[src/mipds_pkg.sv]
// Shared types, constants and helper functions of the mipmap downsampler.
`timescale 1ns / 1ps
package mipds_pkg;

    // Configuration register indexes
    localparam logic [1:0] REG_IMAGE_WIDTH  = 2'd0;
    localparam logic [1:0] REG_IMAGE_HEIGHT = 2'd1;
    localparam logic [1:0] REG_ALPHA_MODE   = 2'd2;

    localparam int CFG_W     = 13;    // widest register
    localparam int HGT_LIMIT = 4096;  // largest source height
    localparam int HGT_W     = 13;    // holds HGT_LIMIT
    localparam int ROW_W     = 12;    // row counter, 0 .. HGT_LIMIT-1

    // Pair sums: 17-bit colour fields, 9-bit alpha field
    localparam int COL_W   = 17;
    localparam int ALP_W   = 9;
    // 2x2 sums: colour up to 4*255*255, alpha up to 4*255
    localparam int SUM_W   = 18;
    localparam int DEN_W   = 10;
    localparam int LANES   = 3;
    localparam int Q_W     = 8;
    localparam int STEP_W  = 3;   // counts Q_W quotient steps

    // Horizontal pair sum as kept in the line memory (60 bits)
    typedef struct packed {
        logic [ALP_W-1:0] a;
        logic [COL_W-1:0] b;
        logic [COL_W-1:0] g;
        logic [COL_W-1:0] r;
    } pair_t;

    // Request into the divider
    typedef struct packed {
        logic                             start;
        logic [LANES-1:0][SUM_W-1:0]      num;
        logic [DEN_W-1:0]                 den;
        logic                             zero;
    } div_req_t;

    // Divider status
    typedef struct packed {
        logic busy;
        logic done;
    } div_stat_t;

    // One colour channel's contribution: c*a when premultiplied, else c
    function automatic logic [COL_W-1:0] chan_contrib(
        input logic [7:0] c,
        input logic [7:0] a,
        input logic       premul
    );
        logic [15:0] prod;
        prod = 16'(c) * 16'(a);
        return premul ? COL_W'(prod) : COL_W'(c);
    endfunction

    // Packed contribution of one pixel
    function automatic pair_t pix_contrib(
        input logic [7:0] r,
        input logic [7:0] g,
        input logic [7:0] b,
        input logic [7:0] a,
        input logic       premul
    );
        pair_t p;
        p.r = chan_contrib(r, a, premul);
        p.g = chan_contrib(g, a, premul);
        p.b = chan_contrib(b, a, premul);
        p.a = ALP_W'(a);
        return p;
    endfunction

    // Field-wise sum of two contributions (no field overflows)
    function automatic pair_t pair_add(input pair_t x, input pair_t y);
        pair_t p;
        p.r = x.r + y.r;
        p.g = x.g + y.g;
        p.b = x.b + y.b;
        p.a = x.a + y.a;
        return p;
    endfunction

endpackage

[src/mipds_divider.sv]
// Three-lane restoring divider, one quotient bit per lane per cycle.
`timescale 1ns / 1ps
module mipds_divider (
    input  logic                                            aclk,
    input  logic                                            aresetn,
    input  mipds_pkg::div_req_t                             req,
    output mipds_pkg::div_stat_t                            stat,
    output logic [mipds_pkg::LANES-1:0][mipds_pkg::Q_W-1:0] quot
);

    logic [mipds_pkg::LANES-1:0][mipds_pkg::SUM_W-1:0] rem_reg;
    logic [mipds_pkg::LANES-1:0][mipds_pkg::Q_W-1:0]   q_reg;
    logic [mipds_pkg::SUM_W-1:0]                       dsh_reg;
    logic [mipds_pkg::STEP_W-1:0]                      step_reg;
    logic                                              zero_reg;
    logic                                              busy_reg;
    logic                                              done_reg;

    // Control: busy from a start until the last quotient step, done until the next start
    always_ff @(posedge aclk) begin
        if (!aresetn) begin
            busy_reg <= 1'b0;
            done_reg <= 1'b0;
            step_reg <= '0;
        end else if (req.start) begin
            busy_reg <= 1'b1;
            done_reg <= 1'b0;
            step_reg <= mipds_pkg::STEP_W'(mipds_pkg::Q_W - 1);
        end else if (busy_reg) begin
            step_reg <= step_reg - 1'b1;
            if (step_reg == '0) begin
                busy_reg <= 1'b0;
                done_reg <= 1'b1;
            end
        end
    end

    // Datapath: quotient is known to fit Q_W bits, so start at den << (Q_W-1)
    always_ff @(posedge aclk) begin
        if (req.start) begin
            rem_reg  <= req.num;
            q_reg    <= '0;
            zero_reg <= req.zero;
            dsh_reg  <= mipds_pkg::SUM_W'(req.den) << (mipds_pkg::Q_W - 1);
        end else if (busy_reg) begin
            for (int i = 0; i < mipds_pkg::LANES; i++) begin
                if (rem_reg[i] >= dsh_reg) begin
                    rem_reg[i] <= rem_reg[i] - dsh_reg;
                    q_reg[i]   <= {q_reg[i][mipds_pkg::Q_W-2:0], 1'b1};
                end else begin
                    q_reg[i]   <= {q_reg[i][mipds_pkg::Q_W-2:0], 1'b0};
                end
            end
            dsh_reg <= dsh_reg >> 1;
        end
    end

    // Zero divisor gives zero
    always_comb begin
        for (int i = 0; i < mipds_pkg::LANES; i++) begin
            quot[i] = zero_reg ? '0 : q_reg[i];
        end
    end

    assign stat.busy = busy_reg;
    assign stat.done = done_reg;

endmodule

[config.mk]
export PLATFORM = sky130hd
export DESIGN_NAME = mipds_divider
export DESIGN_NICKNAME = d
export VERILOG_FILES = /design/src/mipds_pkg.sv /design/src/mipds_divider.sv
export SDC_FILE = /design/constraint.sdc
export NUM_CORES = 1
export LEC_CHECK = 0
export BUFFER_PORTS_ARGS = -buffer_cell sky130_fd_sc_hd__buf_2
export CAP_MARGIN = 20
export CORE_MARGIN = 8
export CORE_UTILIZATION = 35
export CTS_CLUSTER_DIAMETER = 40
export DETAILED_ROUTE_END_ITERATION = 16
export PLACE_DENSITY = 0.5
export SLEW_MARGIN = 15
export SYNTH_ARGS = -nofsm -noshare
export SYNTH_HDL_FRONTEND = slang
export SYNTH_SLANG_ARGS = --single-unit
[constraint.sdc]
create_clock -name aclk -period 4.1 [get_ports aclk]
set_input_delay 0.205 -clock aclk [delete_from_list [all_inputs] [get_ports aclk]]
set_output_delay 0.205 -clock aclk [all_outputs]
set_load 0.01 [all_outputs]
# ---- Word level (Yosys, flattened, before mapping)
# Index checks and enable logic that the tools add are counted.
dict set report word_totals {
  in_bits 68
  register_bits 101
}
dict set report classes {
  order_cmp 3
  n_reduce_logical 10
  add_sub_neg 4
  bitwise 1
  n_mux 18
}
# operator n
set ops {}
lappend ops {{two-way mux 54 bit} 2}
lappend ops {{greater-or-equal comparator 18 x 17 -> 1 bit} 3}
lappend ops {{two-way mux 18 bit} 3}
lappend ops {{subtractor 18 x 17 -> 18 bit} 3}
lappend ops {{two-way mux 17 bit} 2}
lappend ops {{two-way mux 8 bit} 3}
lappend ops {{AND reduction 2 bit} 4}
lappend ops {{nonzero test 2 bit} 4}
lappend ops {{two-way mux 1 bit} 6}
lappend ops {{two-way mux 3 bit} 2}
lappend ops {{logical NOT 3 bit} 1}
lappend ops {{subtractor 3 x 1 -> 3 bit (second input constant)} 1}
lappend ops {{OR reduction 2 bit} 1}
lappend ops {{NOT 1 bit} 1}

# ---- Longest topological paths before layout
# Gate-level depths: netlist of the first run.
dict set report depth {
  ltp_word 4
  depth_mapped 10
  mapped_depth_nobuf 10
}

# ---- Least setup slack after synthesis of the first run
# OpenSTA, ideal clock, no wires.
dict set report synth_timing {
  kind {register to register}
  startpoint {register rem_reg[0] (netlist bit)}
  endpoint {register rem_reg[0] (netlist bit), enable pin}
  setup_slack_ns 1.207
  required_ns 3.726
  stages_incl_launch_ff 11
  setup_ns 0.374
  path_buffers 0
  t_arrival_ns 2.519
  cell_sequence {edfxtp_1 -> inv_1 -> ha_1 -> fa_1 -> and2b_1 -> o21ai_2 -> a21oi_2 -> o41a_4 -> a31oi_2 -> o41ai_1 -> a21o_1}
}
dict set report synth_between {
  elab_chain_len 3
}
# item line
set synth_rtl {}
lappend synth_rtl {{start: declaration} mipds_divider.sv:11} ;# logic [mipds_pkg::LANES-1:0][mipds_pkg::SUM_W-1:0] rem_reg;
lappend synth_rtl {{start signal: assignment} mipds_divider.sv:41} ;# rem_reg <= req.num;
lappend synth_rtl {{start signal: indexed assignment} mipds_divider.sv:48} ;# rem_reg[i] <= rem_reg[i] - dsh_reg;
lappend synth_rtl {{greater-or-equal comparator 18 x 17 -> 1 bit} mipds_divider.sv:47} ;# if (rem_reg[i] >= dsh_reg) begin
lappend synth_rtl {{nonzero test 2 bit (no line)} n/a}
lappend synth_rtl {{AND reduction 2 bit (no line)} n/a}
# Every way passes these cells.
# A chain may end at the register's enable or synchronous reset.

# ---- Worst setup path in the final report of the first run
dict set report layout_timing {
  startpoint {register rem_reg[0] (netlist bit)}
  endpoint {register rem_reg[4] (netlist bit), enable pin}
}
# Same word-level chain as after synthesis.

==> metrics.cfg, run 1 <==
[outcome]
status=completed

[min_path]
hold_class=input pin to register
worst_hold_path.endpoint=zero_reg$_DFFE_PP_
holdPathStages=1
min-delay-start=req[0]

[detailed_routing]
routedWlPerCell_um=18.0
drtIter0Drc=322
drc_errors=0
wirelength_um=19700
final_antenna_net_count=0
dr.pass1.iters=5
via_count=5746
vias_per_cell=5.25

[worst_setup_path]
r2r_slack_ns=1.01
crit_path_cell_trace=inv_1 -> ha_1 -> fa_1 -> and2b_1 -> o21ai_2 -> a21oi_2 -> o41a_4 -> a31oi_2 -> o41ai_1 -> a21o_1 -> buf_4
cp_max_fo=14
crit_arrival_ns=3.16
cp-end-kind=register
slowest_delay_ns=0.44
criticalPathCategory=register to register
path_buf_inv=2
worst_ep_required_time_ns=4.16
rr_startpoint=rem_reg[0]$_DFFE_PP_
r2r_cells=11
timing.rr.end=rem_reg[4]$_DFFE_PP_
slowest_stage=o41ai_1
cpLargestDelayFamily=compound AO/OA/AOI/OAI gates
startpoint_type=register

[global_routing]
grt-ovfl-total=0
antenna_found_initial=0
grt_pass1_vias=5704
grt_pass1_wl_um=30600
grt_usage_pct=16.1
grt_max_degree=91

[floorplan]
die_area_um2=24400
start_util_pct=35.5
die_x_um=156
die_y_um=156
rows=51
ioPinCount=94
core-area_um2=19400

[placement]
place_area_um2=7600
io_buffers=93
pre_cts_ws_ns=0.995
dp_hpwl_um=14500
gp_congestion=0.877

[power_and_ir_drop]
switching_share_pct=40.4
clkPwrFrac_pct=20.5
leakage_uw=0.00330
intPower_uw=2650
seq_power_share_pct=32.7
peakVddDrop_uv=259
pwr-share-comb_pct=46.9
total_power_uw=4450
switching_power_uw=1800
p_per_area_nw_per_um2=563

[finish]
drive_gt1_share_pct=15.2
final_area_um2=7910
largest_reg_flops=54
area_delta_synth_final_pct=14.6
antenna_cells=0
multi_input_area_um2=3970
nets=949
final_cell_mix=92 x buf_2, 88 x nand2_1, 65 x edfxtp_1
regArea_um2=2670
layout_commonest_cell=buf_2
nFillCells=1991

[synth]
async_reset_ff_share_pct=0
ys_seq_area_share_pct=38.8
syn-cell-area_um2=6900
syn-num-nets=874
yosys.area.top_type=edfxtp_1
synth_area_leaders=edfxtp_1 28%, dfxtp_1 10%, ha_1 9.6%
synth_warnings=0
synth_flop_cell=edfxtp_1
synth-edff-count=65
synth_cell_types=66
yosys_register_bits=101
syn_avg_cell_area_um2=9.19
synth_top_cell_area_share_pct=28.3
syn-instance-count=750

[timing]
fin_crit_sh_pct=75.4
fin_crit_ns=3.09
hold_ws_ns=0.0213
worst_slack_ns=1.01
finalSetupTns_ns=0
max_freq_mhz=323
hold_viol_final=0
setup_viol=0
tightestPinTransition_ns=0.834
grt_setup_unrepaired=no
maxSlewHeadroom_pct=44.3
fin_worst_skew_ns=0.0133
slew_violations=0

[cts]
clkSinkCount=101
clk_pin_slew_ns=0.08
post_cts_resized=0
post-cts-setup-buffers=0
clockBufferDepth=2
hold_buffers=0
cts_tree=yes
clk_latency_ns=0.37
ctsHtreeMaxLevel=3
cts_buffers=9
clock-root-buffer=clkbuf_16

[run]
maxCapViolCount=0

-- metrics by stage --
stage,util [%],cells
2_1_floorplan,-,750
3_3_place_gp,39.2,1079
3_5_place_dp,39.2,1079
4_1_cts,40.8,1095
5_1_grt,40.8,1095
6_report,40.8,1095
-- logic make-up after synthesis --
kind of cell	after synthesis	share of synthesized area, %
AND/OR/NAND/NOR	252	17.5
AO/OA/AOI/OAI	207	20.2
flip-flops	101	38.8
buffers and inverters	64	3.63
adder cells (fa/ha/maj)	56	10.5
XOR/XNOR	38	4.83
multiplexers	32	4.68
-- synthesized netlist by cell type, drive strengths merged (11+ instances only) --
library cell	instances
a21o	19
a21oi	37
buf	11
clkbuf	23
dfxtp	36
edfxtp	65
ha	53
inv	29
mux2i	30
nand2	88
nand2b	12
nand3	14
nor2	62
nor2b	32
nor3	12
o21a	15
o21ai	65
xnor2	19
xor2	19
-- metal layers --
metal | wire, um | track usage [%] | vias to the layer above
met5 | 0 | 0 | -
met4 | 313 | 5.13 | 0
met3 | 832 | 2.87 | 20
met2 | 9250 | 26.7 | 120
met1 | 9320 | 20.7 | 2740
li1 | - | - | 2866
-- power groups by stage --
stage          Combinational (uW)  Clock [uW]  Sequential (uW)
2_1_floorplan                1600           0             1420
3_5_place_dp                 2060           0             1470
4_1_cts                      2070         934             1450
5_1_grt                      2330         971             1470
3_3_place_gp                 2050           0             1480
6_report                     2080         911             1450
-- worst max path at each step --
stage,startpoint,to,cells past startpoint
final,rem_reg[0]$_DFFE_PP_,rem_reg[4]$_DFFE_PP_,11
after global routing,dsh_reg[7]$_DFFE_PP_,rem_reg[27]$_DFFE_PP_,8
after CTS,rem_reg[0]$_DFFE_PP_,rem_reg[10]$_DFFE_PP_,11
after detailed placement,rem_reg[0]$_DFFE_PP_,rem_reg[5]$_DFFE_PP_,11
after global placement,rem_reg[0]$_DFFE_PP_,rem_reg[4]$_DFFE_PP_,11
after floorplan,rem_reg[0]$_DFFE_PP_,rem_reg[0]$_DFFE_PP_,10
-- final cells by class --
cell class              instances  area share [%]
clock buffers                   9            2.85
clock inverters                 7            1.06
inverters                      30            1.42
multi-input cells             585            50.3
flip-flops and latches        101            33.8
well taps                     265            4.19
repair buffers                 98            6.39
Note: power is estimated with default switching activity, not from simulation.
==> run 2, diff against run 1 <==
--- a/config.mk
+++ b/config.mk
@@ -11,7 +11,7 @@
 export CORE_UTILIZATION = 35
 export CTS_CLUSTER_DIAMETER = 40
 export DETAILED_ROUTE_END_ITERATION = 16
-export PLACE_DENSITY = 0.5
+export PLACE_DENSITY = 0.52
 export SLEW_MARGIN = 15
 export SYNTH_ARGS = -nofsm -noshare
 export SYNTH_HDL_FRONTEND = slang
==> constraint.sdc (replaced) <==
create_clock -name aclk -period 2.7 [get_ports aclk]
set_input_delay 0.135 -clock aclk [delete_from_list [all_inputs] [get_ports aclk]]
set_output_delay 0.135 -clock aclk [all_outputs]
set_load 0.01 [all_outputs]
==> metrics.cfg, run 2 (synthesis gave the netlist of run 1 again) <==
[outcome]
status=completed

[worst_setup_path]
worst_ep_required_time_ns=2.83  ; -1.33 ns
cp_max_fo=5  ; -9
startpoint_type=register
cp-end-kind=register
slowest_stage=o41a_4
slowest_delay_ns=0.46  ; +0.02 ns
crit_path_cell_trace=inv_1 -> ha_2 -> fa_2 -> and2b_1 -> o21ai_2 -> a21oi_2 -> o41a_4 -> a31oi_4 -> o41ai_2 -> a21o_2 -> clkbuf_16
cp-startpoint=rem_reg[0]$_DFFE_PP_
rr_startpoint=rem_reg[0]$_DFFE_PP_
criticalPathCategory=register to register
crit_arrival_ns=2.81  ; -0.35 ns

[detailed_routing]
drtIter0Drc=265  ; -18%
dr.pass1.iters=4  ; -1
drc_errors=0  ; unchanged
wirelength_um=19000  ; -3.4%
vias_per_cell=5.01  ; -4.5%
final_antenna_net_count=0  ; unchanged
routedWlPerCell_um=16.6  ; -8.0%
via_count=5763  ; +0.30%

[floorplan]
ioPinCount=94  ; unchanged
rows=51  ; unchanged
die_x_um=156  ; unchanged
die_area_um2=24400  ; unchanged
die_y_um=156  ; unchanged
start_util_pct=35.5  ; unchanged
core-area_um2=19400  ; unchanged

[cts]
cts_tree=yes
clk_latency_ns=0.36  ; about the same
clkSinkCount=101  ; unchanged
clockBufferDepth=2  ; unchanged
clk_pin_slew_ns=0.08  ; about the same
cts_buffers=9  ; unchanged
ctsHtreeMaxLevel=3  ; unchanged
clock-root-buffer=clkbuf_16

[finish]
largest_reg_flops=54  ; unchanged
antenna_cells=0  ; unchanged
nFillCells=2018  ; +1.4%
final_cell_mix=92 x buf_2, 88 x nand2_1, 65 x edfxtp_1
drive_gt1_share_pct=22.1  ; +7.0 points
final_area_um2=8460  ; +7.1%
instances_no_fill=1150  ; +5.0%
finish.utilization_pct=43.6  ; +2.9 points
nets=1004  ; +5.8%
layout_commonest_cell=buf_2
area_delta_synth_final_pct=22.7

[placement]
io_buffers=93  ; unchanged
gp_congestion=0.823  ; -6.2%
dp_hpwl_um=14600  ; +0.48%
dp_cells=1126  ; +4.4%
place_area_um2=8010  ; +5.4%

[timing]
finalSetupTns_ns=0  ; unchanged
maxSlewHeadroom_pct=52.5  ; +8.2 points
fin_crit_ns=2.68  ; -0.414 ns
hold_ws_ns=0.0327  ; +0.0114 ns
fin_worst_skew_ns=0.0101  ; -0.00317 ns
slew_violations=0  ; unchanged
tightestPinTransition_ns=0.713  ; -0.121 ns
setup_viol=0  ; unchanged
max_freq_mhz=373  ; +15%
grt_setup_unrepaired=yes
fin_crit_sh_pct=99.2  ; +24 points
hold_viol_final=0  ; unchanged

[min_path]
min-delay-start=aresetn
hold_class=input pin to register

[global_routing]
grt_max_degree=52  ; -43%
grt_usage_pct=15.7  ; -0.34 points
grt_pass1_vias=5682  ; -0.39%
antenna_found_initial=0  ; unchanged
groute.layer.met3.usage_pct=3.09  ; +0.22 points
grt-ovfl-total=0  ; unchanged
grtUsageMet2_pct=25.9  ; -0.81 points
grt_pass1_wl_um=30200  ; -1.2%
gr-max-usage-layer=met2
use_met1_pct=20.7  ; -0.073 points

[run]
maxCapViolCount=0  ; unchanged

[power_and_ir_drop]
peakVddDrop_uv=394  ; +52%
p_per_area_nw_per_um2=843  ; +50%
leakage_uw=0.00359  ; +8.9%

## run 2: changes by cell type in the layout (fill, tap and decap cells not counted), sizes merged
cell / before / now
clkbuf: 9 / 11
dlygate4sd3: 0 / 1
clkinvlp: 0 / 1
buf: 98 / 151
inv: 33 / 31
## run 2: worst max-delay path: cells and delay by family, from the launching register on
| family | cells | cell delay (ns) |
|---|---|---|
| AOI/OAI and AO/OA | 6 | 1.26 |
| and+or+nand+nor | 1 | 0.18 |
| buffers and inverters | 2 | 0.25 |
| DFF | 1 | 0.38 |
| adders and majority gates | 2 | 0.38 |
## run 2: repair_timing
action                     in CTS  in global routing
setup buffers                   0                  6
gates resized for setup         2                 18
setup endpoints to repair      37                 63
pin swaps                       3                  4
hold buffers                    1                  0
hold endpoints to repair        1                  0
cloned                          0                  1
## run 2: area by class of cell
| cell class | count | area, um2 | share of cell area (%) |
|---|---|---|---|
| sequential | 101 | 2680 | 31.6 |
| clock inverter | 6 | 70.1 | 0.828 |
| tap | 265 | 332 | 3.92 |
| inverter | 30 | 116 | 1.37 |
| timing repair buffer | 153 | 992 | 11.7 |
| clock buffer | 10 | 250 | 2.96 |
| multi-input combinational | 585 | 4030 | 47.6 |
## run 2: worst paths after layout
check                                end  slack (ns)  cells after the start
setup / recovery   rem_reg[17]$_DFFE_PP_        0.02                     11
hold / removal       busy_reg$_SDFF_PN0_        0.03                      2
setup reg to reg   rem_reg[17]$_DFFE_PP_        0.02                     11
hold reg to reg   q_reg[23]$_SDFFE_PP0P_        0.50                      2
## run 2: stage by stage
stage	power (uW)	setup slack [ns]
final	7140	0.0204
after global routing	7670	-0.0792
after CTS	7080	0.00470
after detailed placement	5650	-0.0395
after global placement	5660	0.0445
after floorplan	4600	0.0380
## run 2: where the power goes
part / total [uW] / internal [uW] / switching (uW)
logic: 3550 / 1630 / 1920
registers: 2180 / 2050 / 136
clock network: 1400 / 714 / 687
## run 2: per-layer routing
layer  vias up  routed length (um)
met1      2658                9120
li1       2983                   -
met4         0                 208
met3        13                 734
met2       109                8980
met5         -                   0
